[src/hw/rtl/tcn_pkg.sv]
// Shared types and constants of the two-compartment neuron step block.
// No dependencies; every other file of the block imports this package.
package tcn_pkg;

	localparam int VAL_W      = 16;  // Q8.8 values and weights, unsigned Q0.16 rates
	localparam int TS_W       = 32;  // time stamp
	localparam int CFG_IDX_W  = 3;
	localparam int CFG_DATA_W = 48;

	// Shared multiplier: signed 36 x signed 17 bit operands
	localparam int MUL_A_W = 36;
	localparam int MUL_B_W = 17;
	localparam int MUL_P_W = MUL_A_W + MUL_B_W;

	typedef enum logic [CFG_IDX_W-1:0] {
		CFG_WEIGHT_BASAL      = 3'd0,
		CFG_WEIGHT_BASAL_REC  = 3'd1,
		CFG_WEIGHT_APICAL     = 3'd2,
		CFG_WEIGHT_APICAL_REC = 3'd3,
		CFG_WEIGHT_SOMA       = 3'd4,
		CFG_COUPLING_RATIO    = 3'd5,
		CFG_SPIKE_THRESHOLD   = 3'd6,
		CFG_DECAY_RATES       = 3'd7
	} cfg_idx_t;

endpackage

[src/hw/rtl/tcn_if.sv]
// Word channels of the neuron step block: the input step word and the result word.
// Depends on tcn_pkg for field widths.
interface tcn_in_if;
	import tcn_pkg::*;

	logic                    valid;
	logic                    ready;
	logic signed [VAL_W-1:0] basal_input;
	logic signed [VAL_W-1:0] apical_input;
	logic signed [VAL_W-1:0] recurrent_input;
	logic [TS_W-1:0]         time_stamp;

	modport source (output valid, basal_input, apical_input, recurrent_input, time_stamp,
		input ready);
	modport sink (input valid, basal_input, apical_input, recurrent_input, time_stamp,
		output ready);
endinterface

interface tcn_out_if;
	import tcn_pkg::*;

	logic                    valid;
	logic                    ready;
	logic                    spike;
	logic [TS_W-1:0]         last_spike_time;
	logic signed [VAL_W-1:0] soma_potential;

	modport source (output valid, spike, last_spike_time, soma_potential, input ready);
	modport sink (input valid, spike, last_spike_time, soma_potential, output ready);
endinterface

[src/hw/rtl/two_compartment_neuron_step.sv]
// Top level of the two-compartment neuron step: sequencer, state and configuration.
// Depends on tcn_pkg, tcn_if (channels), tcn_mul and tcn_sig_rom.
//
//  channel     dir  handshake            word
//  step_in     in   valid/ready          basal, apical, recurrent input, time stamp
//  step_out    out  valid/ready          spike, last spike time, soma potential
//  cfg         in   cfg_we (no ready)    cfg_index, cfg_wdata
//
// A step word is taken in the idle state and passes through fifteen sequencer steps through
// the one shared multiplier, whose product is registered, and the result hand-off; only then
// is a new word taken. The result sits in its own register, so the next word is accepted
// while the previous result waits; the hand-off step waits only if that register is still full.
// Reset clears the neuron state and loads the register defaults; it is asynchronous.
module two_compartment_neuron_step #(
	parameter int SIGMOID_SLOPE_Q8    = 256,
	parameter int SIGMOID_TABLE_DEPTH = 256
) (
	input  logic                               clk,
	input  logic                               arst_n,
	tcn_in_if.sink                             step_in,
	tcn_out_if.source                          step_out,
	input  logic                               cfg_we,
	input  logic [tcn_pkg::CFG_IDX_W-1:0]      cfg_index,
	input  logic [tcn_pkg::CFG_DATA_W-1:0]     cfg_wdata
);
	import tcn_pkg::*;

	localparam int ADDR_W = $clog2(SIGMOID_TABLE_DEPTH);

	typedef enum logic [16:0] {
		ST_IDLE = 17'b00000000000000001,
		ST_BW   = 17'b00000000000000010,
		ST_BR   = 17'b00000000000000100,
		ST_AW   = 17'b00000000000001000,
		ST_BL   = 17'b00000000000010000,
		ST_AR   = 17'b00000000000100000,
		ST_CP   = 17'b00000000001000000,
		ST_AL   = 17'b00000000010000000,
		ST_SD   = 17'b00000000100000000,
		ST_SC   = 17'b00000001000000000,
		ST_SI   = 17'b00000010000000000,
		ST_SR   = 17'b00000100000000000,
		ST_GT   = 17'b00001000000000000,
		ST_GW   = 17'b00010000000000000,
		ST_SL   = 17'b00100000000000000,
		ST_UP   = 17'b01000000000000000,
		ST_OUT  = 17'b10000000000000000
	} state_t;

	function automatic logic signed [VAL_W-1:0] sat16(input logic signed [29:0] x);
		if (x > 30'sd32767) begin
			return 16'sh7fff;
		end else if (x < -30'sd32768) begin
			return 16'sh8000;
		end
		return x[VAL_W-1:0];
	endfunction

	state_t state_q;

	// Configuration registers
	logic signed [VAL_W-1:0] wb_q, wbr_q, wa_q, war_q, ws_q, thr_q;
	logic [VAL_W-1:0]        ratio_q;
	logic [3*VAL_W-1:0]      rates_q;

	// Neuron state
	logic signed [VAL_W-1:0] vb_q, va_q, u_q;
	logic [TS_W-1:0]         spike_ts_q;
	logic                    fire_q;

	// Captured step word
	logic signed [VAL_W-1:0] b_in_q, a_in_q, rec_q;
	logic [TS_W-1:0]         ts_q;

	// Datapath
	logic signed [MUL_A_W-1:0] mul_a;
	logic signed [MUL_B_W-1:0] mul_b;
	logic signed [MUL_P_W-1:0] prod_q;
	logic signed [35:0]        prod36;
	logic signed [33:0]        acc_q;
	logic signed [35:0]        diff_q;
	logic signed [VAL_W-1:0]   p_sel;
	logic signed [29:0]        leak_sum;
	logic signed [VAL_W-1:0]   leak_new;
	logic signed [35:0]        t_full;
	logic signed [11:0]        t_clamp;
	logic [11:0]               t_off;
	logic [12:0]               idx_raw;
	logic [ADDR_W-1:0]         rom_addr;
	logic [VAL_W-1:0]          gate_z;

	// Result register
	logic                    out_valid_q;
	logic                    out_spike_q;
	logic [TS_W-1:0]         out_ts_q;
	logic signed [VAL_W-1:0] out_soma_q;

	tcn_mul u_mul (
		.clk (clk),
		.a   (mul_a),
		.b   (mul_b),
		.p_q (prod_q)
	);

	tcn_sig_rom #(
		.SIGMOID_TABLE_DEPTH (SIGMOID_TABLE_DEPTH)
	) u_sig_rom (
		.clk    (clk),
		.rd_en  (state_q == ST_SR),
		.addr   (rom_addr),
		.data_q (gate_z)
	);

	assign prod36 = $signed(prod_q[35:0]);

	// Sigmoid argument: slope-scaled apical potential, clamped to the table span
	assign t_full = prod36 >>> 8;
	always_comb begin
		if (t_full < -36'sd2048) begin
			t_clamp = 12'sh800;
		end else if (t_full > 36'sd2047) begin
			t_clamp = 12'sd2047;
		end else begin
			t_clamp = t_full[11:0];
		end
	end
	assign t_off = {~t_clamp[11], t_clamp[10:0]};

	assign idx_raw = prod_q[24:12];
	always_comb begin
		if (idx_raw >= 13'(SIGMOID_TABLE_DEPTH)) begin
			rom_addr = ADDR_W'(SIGMOID_TABLE_DEPTH - 1);
		end else begin
			rom_addr = idx_raw[ADDR_W-1:0];
		end
	end

	// Leak: potential plus the rate-scaled difference, floored by the arithmetic shift
	always_comb begin
		unique case (state_q)
			ST_AR:   p_sel = vb_q;
			ST_SD:   p_sel = va_q;
			default: p_sel = u_q;
		endcase
	end
	assign leak_sum = 30'(p_sel) + 30'($signed(prod_q[MUL_P_W-1:24]));
	assign leak_new = sat16(leak_sum);

	// Operand selection for the shared multiplier
	always_comb begin
		mul_a = '0;
		mul_b = '0;
		unique case (state_q)
			ST_BW: begin
				mul_a = MUL_A_W'(wb_q);
				mul_b = MUL_B_W'(b_in_q);
			end
			ST_BR: begin
				mul_a = MUL_A_W'(wbr_q);
				mul_b = MUL_B_W'(rec_q);
			end
			ST_AW: begin
				mul_a = MUL_A_W'(wa_q);
				mul_b = MUL_B_W'(a_in_q);
			end
			ST_BL: begin
				mul_a = diff_q;
				mul_b = $signed({1'b0, rates_q[VAL_W-1:0]});
			end
			ST_AR: begin
				mul_a = MUL_A_W'(war_q);
				mul_b = MUL_B_W'(rec_q);
			end
			ST_CP: begin
				mul_a = MUL_A_W'(vb_q) - MUL_A_W'(u_q);
				mul_b = $signed({1'b0, ratio_q});
			end
			ST_AL: begin
				mul_a = diff_q;
				mul_b = $signed({1'b0, rates_q[2*VAL_W-1:VAL_W]});
			end
			ST_SD: begin
				mul_a = MUL_A_W'(ws_q);
				mul_b = MUL_B_W'(b_in_q);
			end
			ST_SC: begin
				mul_a = MUL_A_W'(va_q);
				mul_b = $signed(MUL_B_W'(SIGMOID_SLOPE_Q8));
			end
			ST_SI: begin
				mul_a = $signed(MUL_A_W'(t_off));
				mul_b = $signed(MUL_B_W'(SIGMOID_TABLE_DEPTH));
			end
			ST_GT: begin
				mul_a = MUL_A_W'(acc_q);
				mul_b = $signed({1'b0, gate_z});
			end
			ST_SL: begin
				mul_a = diff_q;
				mul_b = $signed({1'b0, rates_q[3*VAL_W-1:2*VAL_W]});
			end
			default: ;
		endcase
	end

	// Configuration writes
	always_ff @(posedge clk or negedge arst_n) begin
		if (!arst_n) begin
			wb_q    <= 16'sd256;
			wbr_q   <= '0;
			wa_q    <= 16'sd256;
			war_q   <= '0;
			ws_q    <= '0;
			ratio_q <= 16'd256;
			thr_q   <= 16'sd256;
			rates_q <= '0;
		end else if (cfg_we) begin
			unique case (cfg_idx_t'(cfg_index))
				CFG_WEIGHT_BASAL:      wb_q    <= cfg_wdata[VAL_W-1:0];
				CFG_WEIGHT_BASAL_REC:  wbr_q   <= cfg_wdata[VAL_W-1:0];
				CFG_WEIGHT_APICAL:     wa_q    <= cfg_wdata[VAL_W-1:0];
				CFG_WEIGHT_APICAL_REC: war_q   <= cfg_wdata[VAL_W-1:0];
				CFG_WEIGHT_SOMA:       ws_q    <= cfg_wdata[VAL_W-1:0];
				CFG_COUPLING_RATIO:    ratio_q <= cfg_wdata[VAL_W-1:0];
				CFG_SPIKE_THRESHOLD:   thr_q   <= cfg_wdata[VAL_W-1:0];
				CFG_DECAY_RATES:       rates_q <= cfg_wdata[3*VAL_W-1:0];
				default: ;
			endcase
		end
	end

	assign step_in.ready = (state_q == ST_IDLE);

	// Captured word and working registers
	always_ff @(posedge clk) begin
		if (step_in.valid && step_in.ready) begin
			b_in_q <= step_in.basal_input;
			a_in_q <= step_in.apical_input;
			rec_q  <= step_in.recurrent_input;
			ts_q   <= step_in.time_stamp;
		end
		case (state_q)
			ST_BR, ST_BL, ST_AL: acc_q <= 34'(prod36);
			ST_SC:               acc_q <= acc_q + 34'(prod36);
			default: ;
		endcase
		case (state_q)
			ST_AW:   diff_q <= 36'(acc_q) + prod36 - (36'(vb_q) <<< 8);
			ST_CP:   diff_q <= 36'(acc_q) + prod36 - (36'(va_q) <<< 8);
			ST_GW:   diff_q <= $signed(prod_q[51:16]) - (36'(u_q) <<< 8);
			default: ;
		endcase
	end

	// Sequencer and neuron state
	always_ff @(posedge clk or negedge arst_n) begin
		if (!arst_n) begin
			state_q    <= ST_IDLE;
			vb_q       <= '0;
			va_q       <= '0;
			u_q        <= '0;
			spike_ts_q <= '0;
			fire_q     <= 1'b0;
		end else begin
			unique case (state_q)
				ST_IDLE: begin
					if (step_in.valid) begin
						state_q <= ST_BW;
					end
				end
				ST_BW: state_q <= ST_BR;
				ST_BR: state_q <= ST_AW;
				ST_AW: state_q <= ST_BL;
				ST_BL: state_q <= ST_AR;
				ST_AR: begin
					vb_q    <= leak_new;
					state_q <= ST_CP;
				end
				ST_CP: state_q <= ST_AL;
				ST_AL: state_q <= ST_SD;
				ST_SD: begin
					va_q    <= leak_new;
					state_q <= ST_SC;
				end
				ST_SC: state_q <= ST_SI;
				ST_SI: state_q <= ST_SR;
				ST_SR: state_q <= ST_GT;
				ST_GT: state_q <= ST_GW;
				ST_GW: state_q <= ST_SL;
				ST_SL: state_q <= ST_UP;
				ST_UP: begin
					u_q    <= leak_new;
					fire_q <= (leak_new >= thr_q);
					if (leak_new >= thr_q) begin
						spike_ts_q <= ts_q;
					end
					state_q <= ST_OUT;
				end
				ST_OUT: begin
					if (!out_valid_q || step_out.ready) begin
						state_q <= ST_IDLE;
					end
				end
				default: state_q <= ST_IDLE;
			endcase
		end
	end

	// Result word register
	always_ff @(posedge clk or negedge arst_n) begin
		if (!arst_n) begin
			out_valid_q <= 1'b0;
		end else if (state_q == ST_OUT && (!out_valid_q || step_out.ready)) begin
			out_valid_q <= 1'b1;
		end else if (step_out.ready) begin
			out_valid_q <= 1'b0;
		end
	end

	always_ff @(posedge clk) begin
		if (state_q == ST_OUT && (!out_valid_q || step_out.ready)) begin
			out_spike_q <= fire_q;
			out_ts_q    <= spike_ts_q;
			out_soma_q  <= u_q;
		end
	end

	assign step_out.valid           = out_valid_q;
	assign step_out.spike           = out_spike_q;
	assign step_out.last_spike_time = out_ts_q;
	assign step_out.soma_potential  = out_soma_q;

endmodule

[src/hw/rtl/tcn_mul.sv]
// Shared signed multiplier of the neuron step datapath, product registered.
// Depends on tcn_pkg for operand widths.
module tcn_mul (
	input  logic                                 clk,
	input  logic signed [tcn_pkg::MUL_A_W-1:0]   a,
	input  logic signed [tcn_pkg::MUL_B_W-1:0]   b,
	output logic signed [tcn_pkg::MUL_P_W-1:0]   p_q
);
	import tcn_pkg::*;

	always_ff @(posedge clk) begin
		p_q <= MUL_P_W'(a) * MUL_P_W'(b);
	end

endmodule

[src/hw/rtl/tcn_sig_rom.sv]
// Sigmoid gate table, built at elaboration from the bin centers, with a registered read.
// Depends on tcn_pkg for the entry width.
module tcn_sig_rom #(
	parameter int SIGMOID_TABLE_DEPTH = 256
) (
	input  logic                                   clk,
	input  logic                                   rd_en,
	input  logic [$clog2(SIGMOID_TABLE_DEPTH)-1:0] addr,
	output logic [tcn_pkg::VAL_W-1:0]              data_q
);
	import tcn_pkg::*;

	localparam longint unsigned Q30_ONE = 64'd1 << 30;

	// Six squarings in Q30 raise the series value to the 64th power.
	function automatic longint unsigned sq6_q30(input longint unsigned p0);
		longint unsigned p;
		p = p0;
		for (int i = 0; i < 6; i++) begin
			p = (p * p) >> 30;
		end
		return p;
	endfunction

	logic [VAL_W-1:0] rom [SIGMOID_TABLE_DEPTH];

	// Sigmoid at the center of bin g, unsigned Q0.16. e^-|c| is a fourth-order
	// series at |c|/64 raised to the 64th power, all in Q30.
	for (genvar g = 0; g < SIGMOID_TABLE_DEPTH; g++) begin : g_entry
		localparam longint          C16 =
			((2 * longint'(g) + 1) * 64'sd524288) / SIGMOID_TABLE_DEPTH - 64'sd524288;
		localparam longint unsigned MAG = (C16 < 0) ? longint'(-C16) : longint'(C16);
		localparam longint unsigned W   = (MAG << 14) >> 6;
		localparam longint unsigned W2  = (W * W) >> 30;
		localparam longint unsigned W3  = (W2 * W) >> 30;
		localparam longint unsigned W4  = (W3 * W) >> 30;
		localparam longint unsigned P0  = Q30_ONE - W + W2 / 2 - W3 / 6 + W4 / 24;
		localparam longint unsigned E   = sq6_q30(P0);
		localparam longint unsigned R   = (C16 >= 0) ? (Q30_ONE << 16) / (Q30_ONE + E)
			: (E << 16) / (Q30_ONE + E);
		localparam logic [VAL_W-1:0] ENTRY = (R > 64'd65535) ? 16'hffff : VAL_W'(R);
		assign rom[g] = ENTRY;
	end

	always_ff @(posedge clk) begin
		if (rd_en) begin
			data_q <= rom[addr];
		end
	end

endmodule
[src/flat_wrapper.sv]
// flat-port wrapper written by rule: the top's interface ports become plain ports
module two_compartment_neuron_step_flat import tcn_pkg::*;
#(
	parameter int SIGMOID_SLOPE_Q8    = 256,
	parameter int SIGMOID_TABLE_DEPTH = 256
)
  (clk, arst_n, cfg_we, cfg_index, cfg_wdata, step_in_valid, step_in_basal_input, step_in_apical_input, step_in_recurrent_input, step_in_time_stamp, step_in_ready, step_out_valid, step_out_spike, step_out_last_spike_time, step_out_soma_potential, step_out_ready);
  tcn_in_if step_in_i ();
  tcn_out_if step_out_i ();
  input  logic clk;
  input  logic arst_n;
  input  logic cfg_we;
  input  logic [tcn_pkg::CFG_IDX_W-1:0] cfg_index;
  input  logic [tcn_pkg::CFG_DATA_W-1:0] cfg_wdata;
  input wire logic [$bits(step_in_i.valid)-1:0] step_in_valid;
  input wire logic [$bits(step_in_i.basal_input)-1:0] step_in_basal_input;
  input wire logic [$bits(step_in_i.apical_input)-1:0] step_in_apical_input;
  input wire logic [$bits(step_in_i.recurrent_input)-1:0] step_in_recurrent_input;
  input wire logic [$bits(step_in_i.time_stamp)-1:0] step_in_time_stamp;
  output wire logic [$bits(step_in_i.ready)-1:0] step_in_ready;
  output wire logic [$bits(step_out_i.valid)-1:0] step_out_valid;
  output wire logic [$bits(step_out_i.spike)-1:0] step_out_spike;
  output wire logic [$bits(step_out_i.last_spike_time)-1:0] step_out_last_spike_time;
  output wire logic [$bits(step_out_i.soma_potential)-1:0] step_out_soma_potential;
  input wire logic [$bits(step_out_i.ready)-1:0] step_out_ready;
  assign step_in_i.valid = step_in_valid;
  assign step_in_i.basal_input = step_in_basal_input;
  assign step_in_i.apical_input = step_in_apical_input;
  assign step_in_i.recurrent_input = step_in_recurrent_input;
  assign step_in_i.time_stamp = step_in_time_stamp;
  assign step_in_ready = step_in_i.ready;
  assign step_out_valid = step_out_i.valid;
  assign step_out_spike = step_out_i.spike;
  assign step_out_last_spike_time = step_out_i.last_spike_time;
  assign step_out_soma_potential = step_out_i.soma_potential;
  assign step_out_i.ready = step_out_ready;
  two_compartment_neuron_step #(.SIGMOID_SLOPE_Q8(SIGMOID_SLOPE_Q8), .SIGMOID_TABLE_DEPTH(SIGMOID_TABLE_DEPTH)) u_core (.clk(clk), .arst_n(arst_n), .step_in(step_in_i), .step_out(step_out_i), .cfg_we(cfg_we), .cfg_index(cfg_index), .cfg_wdata(cfg_wdata));
endmodule
[config.mk]
export PLATFORM = sky130hd
export DESIGN_NAME = two_compartment_neuron_step_flat
export DESIGN_NICKNAME = d
export VERILOG_FILES = /design/src/hw/rtl/tcn_pkg.sv /design/src/hw/rtl/tcn_if.sv /design/src/hw/rtl/two_compartment_neuron_step.sv /design/src/hw/rtl/tcn_mul.sv /design/src/hw/rtl/tcn_sig_rom.sv /design/src/flat_wrapper.sv
export SDC_FILE = /design/constraint.sdc
export NUM_CORES = 2
export LEC_CHECK = 0
export BUFFER_PORTS_ARGS = -buffer_cell sky130_fd_sc_hd__clkbuf_2
export CAP_MARGIN = 5
export CELL_PAD_IN_SITES_DETAIL_PLACEMENT = 1
export CELL_PAD_IN_SITES_GLOBAL_PLACEMENT = 1
export CORE_UTILIZATION = 39
export DETAILED_ROUTE_END_ITERATION = 12
export PLACE_DENSITY = 0.75
export SYNTH_ARGS = -nofsm -noshare
export SYNTH_HDL_FRONTEND = slang
export SYNTH_SLANG_ARGS = --single-unit
[constraint.sdc]
create_clock -name clk -period 28 [get_ports clk]
set_input_delay 2.8 -clock clk [delete_from_list [all_inputs] [get_ports clk]]
set_output_delay 2.8 -clock clk [all_outputs]
set_load 0.02 [all_outputs]
==> impl_metrics.py <==
metrics = {
    "synthesis": {
        "ys.flop_type": "dfrtp_1",
        "synth.cell_area_um2": 51600,
        "avgSynthCellArea_um2": 9.40,
        "synth_compound_area_frac": 0.142,
        "synth.area.mux_share": 0.0496,
        "synth.distinct_cells": 99,
        "synthSimpleGateAreaFrac": 0.139,
        "synth_edf_count": 215,
        "syn_nets": 6505,
        "syn_inst": 5491,
        "synth_top_family_by_area": "adder cells",
        "synth-xor-area-share": 0.0279,
        "synth_fa_ha_area_frac": 0.298,
        "async_flop_share": 0.491,
        "synth_seq_cells": 527,
        "ys.warnings.count": 0,
        "synth-seq-area-share": 0.271,
    },
    "placed_design": {
        "dp.final_hpwl_um": 156000,
        "port_buffers": 186,
        "gp_congestion": 1.01,
        "place_area_um2": 54500,
        "placedCellCount": 7241,
    },
    "timing": {
        "worst_pin_slew_ns": 1.32,
        "rsz0062_at_grt": "no",
        "max_freq_mhz": 87.3,
        "slew_violations": 0,
        "tns_ns": 0,
        "final_hold_viol_count": 0,
        "setup_violations": 0,
        "final.period_utilization": 0.409,
        "max_slew_margin": 0.106,
        "fin_crit_ns": 11.46,
        "skew_ns": 0.0705,
    },
    "power": {
        "power-per-cell-area_nw_per_um2": 122,
        "vdd_drop_max_mv": 0.149,
        "p_leak_uw": 0.0255,
    },
    "critical_path": {
        "cpLargestDelayFamily": "simple AND/OR/NAND/NOR gates",
        "endpoint_kind": "flip-flop",
        "cp_num_buf_inv": 7,
        "crit_fanout": 49,
        "arrival_ns": 12.01,
        "crit_top_cell": "fa_1",
        "critical-path-max-stage-delay_ns": 0.86,
        "slowest_stage": "nand3b_1",
        "cp.required_ns": 28.56,
        "crit_type": "reg2reg",
        "rrSetupSlack_ns": 16.54,
        "startpoint_type": "flip-flop",
    },
    "clock_network": {
        "root_buffer": "clkbuf_16",
        "clk_latency_ns": 0.73,
        "path_clk_slew_ns": 0.06,
        "post_cts_buffers": 0,
        "cts_resized": 0,
        "cts_hold_buf": 0,
        "clk_path_buf_depth": 3,
        "cts_tree": "yes",
        "ctsHtreeMaxLevel": 2,
        "cts_buffers": 59,
        "clock_sinks": 527,
    },
    "finish": {
        "area_growth_pct": 9.63,
        "final_util": 0.430,
        "stdcell_area_um2": 56600,
        "fillerInstances": 15100,
        "nets": 6561,
        "drive_gt1_frac": 0.122,
        "stdcell_count": 7357,
    },
    "global_routing": {
        "antenna_found_initial": 12,
        "grt_pass1_wl_um": 307000,
        "grt_max_degree": 123,
        "grt-ovfl-total": 0,
        "grt_usage": 0.304,
        "grt_pass1_vias": 47000,
    },
    "route": {
        "ant_nets": 0,
        "wl_um": 205000,
        "detail_route.iter0.violations": 4159,
        "vias_per_cell": 5.92,
        "detail_route.wl_per_cell_um": 27.8,
        "num_vias": 43600,
        "drc": 0,
        "first_pass_iters": 6,
    },
    "die": {
        "die_width_um": 366,
        "io_pins": 187,
        "initial_core_util": 0.393,
        "rows": 133,
        "die-area_um2": 134000,
        "core-area_um2": 131000,
        "fp.dieH_um": 366,
    },
    "min_path": {
        "min_path_type": "reg2reg",
    },
    "outcome": {
        "status": "finished clean",
    },
    "run": {
        "cap_violations": 0,
    },
}
worst paths after layout:
path,endpoint,startpoint,cells past startpoint
max,u_core.u_mul.p_q[51]$_DFF_P_,u_core.state_q[3]$_DFFE_PN0P_,35
min,u_core.step_out.last_spike_time[22]$_DFFE_PP_,u_core.spike_ts_q[22]$_DFFE_PN0P_,0
max reg2reg,u_core.u_mul.p_q[51]$_DFF_P_,u_core.state_q[3]$_DFFE_PN0P_,35
min reg2reg,u_core.step_out.last_spike_time[22]$_DFFE_PP_,u_core.spike_ts_q[22]$_DFFE_PN0P_,0
max in group asynchronous,u_core.rates_q[28]$_DFFE_PN0P_,arst_n,3
min in group asynchronous,u_core.wa_q[15]$_DFFE_PN0P_,arst_n,1
registers in the layout (all words and copies together), names as in the netlist, 17 cells and up:
| signal | count |
|---|---|
| u_core.u_mul.p_q | 53 |
| u_core.ts_q | 32 |
| u_core.acc_q | 34 |
| u_core.state_q | 17 |
| u_core.rates_q | 48 |
| u_core.diff_q | 36 |
| u_core.spike_ts_q | 32 |
| u_core.step_out.last_spike_time | 32 |
routing by layer:
metal	track usage	share of wire	up-vias
met5	0	0.00022	-
met4	0.130	0.047	6
met3	0.0546	0.081	447
met2	0.478	0.45	1849
met1	0.412	0.42	22700
li1	-	-	18600
worst register-to-register path: cells and delay by family (launching register included):
family | cells | cell delay [ns]
flops | 1 | 0.45
compound gates | 11 | 2.48
simple gates | 10 | 3.74
buf+inv | 7 | 1.30
fa+ha+maj | 7 | 3.36
metrics by stage:
stage               worst slack, ns  hold WS, ns  power (µW)
finish                        16.54        0.440        6900
global route                  15.96        0.454        7210
CTS                           16.59        0.438        6750
detailed placement            16.67        0.429        5860
global placement              17.14        0.424        5810
floorplan                     18.79        0.419        4060
kinds of logic (layout without fill, tap and decap cells):
family,count (synthesis),after routing
other,0,7
muxes,230,230
DFF,527,527
xor gates and xnor gates,163,163
buffers and inverters,967,1071
adders and majority gates,878,878
AOI/OAI and AO/OA,1096,1096
and+or+nand+nor,1630,1630
area by class of cell:
class / count / area, µm² / share of cell area
antenna: 7 / 17.5 / 0.000310
clock buffer: 76 / 1580 / 0.0279
clock inverter: 33 / 480 / 0.00849
inverter: 682 / 2560 / 0.0452
multi-input combinational: 3997 / 34100 / 0.603
sequential: 527 / 14000 / 0.248
tap: 1755 / 2200 / 0.0388
timing repair buffer: 280 / 1650 / 0.0291
cell usage in the layout, fill, tap and decap left out, types with 32 or more instances in the layout:
master     instances
inv_1            677
nand2_1          647
fa_1             586
nor2_1           563
ha_1             292
a21oi_1          283
dfrtp_1          254
o21ai_0          225
edfxtp_1         215
mux2_2           206
clkbuf_2         185
xnor2_1          104
buf_4             94
a21o_1            88
nand3_1           75
clkbuf_16         59
xor2_1            58
dfxtp_1           51
nand2b_1          47
nor3_1            43
and2_1            42
a31oi_1           41
o21a_1            41
a22oi_1           41
a221oi_1          41
a222oi_1          37
a211oi_1          36
nor2b_1           32
where the power goes:
| part | internal [µW] | total (µW) | switching, µW |
|---|---|---|---|
| Clock | 485 | 843 | 358 |
| Combinational | 1500 | 4930 | 3430 |
| Sequential | 1000 | 1130 | 129 |
cell usage after synthesis (12+ instances only):
master	number	area share
o21ai_2	13	0.0022
nor2b_1	33	0.0040
nor4_1	21	0.0025
a222oi_1	37	0.0072
or3_1	14	0.0017
buf_2	53	0.0051
nand2b_1	47	0.0057
a21boi_0	18	0.0026
mux2_2	206	0.045
nand4_1	26	0.0032
xor2_1	58	0.0098
nor3b_1	15	0.0022
a221oi_1	41	0.0070
and3_1	28	0.0034
a21o_1	88	0.013
o211ai_1	30	0.0044
nor3_1	45	0.0044
nand2_1	648	0.047
inv_1	678	0.049
ha_1	292	0.071
nor2_1	568	0.041
nand3_1	78	0.0076
dfrtp_1	254	0.12
clkbuf_1	200	0.015
o311ai_0	12	0.0020
a22oi_1	41	0.0060
buf_1	24	0.0017
mux2i_1	24	0.0047
a211oi_1	39	0.0057
a21oi_1	288	0.028
o21a_1	41	0.0060
o2111ai_1	12	0.0020
o21ai_0	226	0.022
o22ai_1	12	0.0015
fa_1	586	0.23
a31oi_1	42	0.0051
o21bai_1	19	0.0028
xnor2_1	104	0.018
dfxtp_1	53	0.021
edfxtp_1	215	0.13
and2_1	44	0.0053
or2_2	16	0.0019
a22o_1	14	0.0024
No activity file was read; power rests on OpenSTA's default activity.
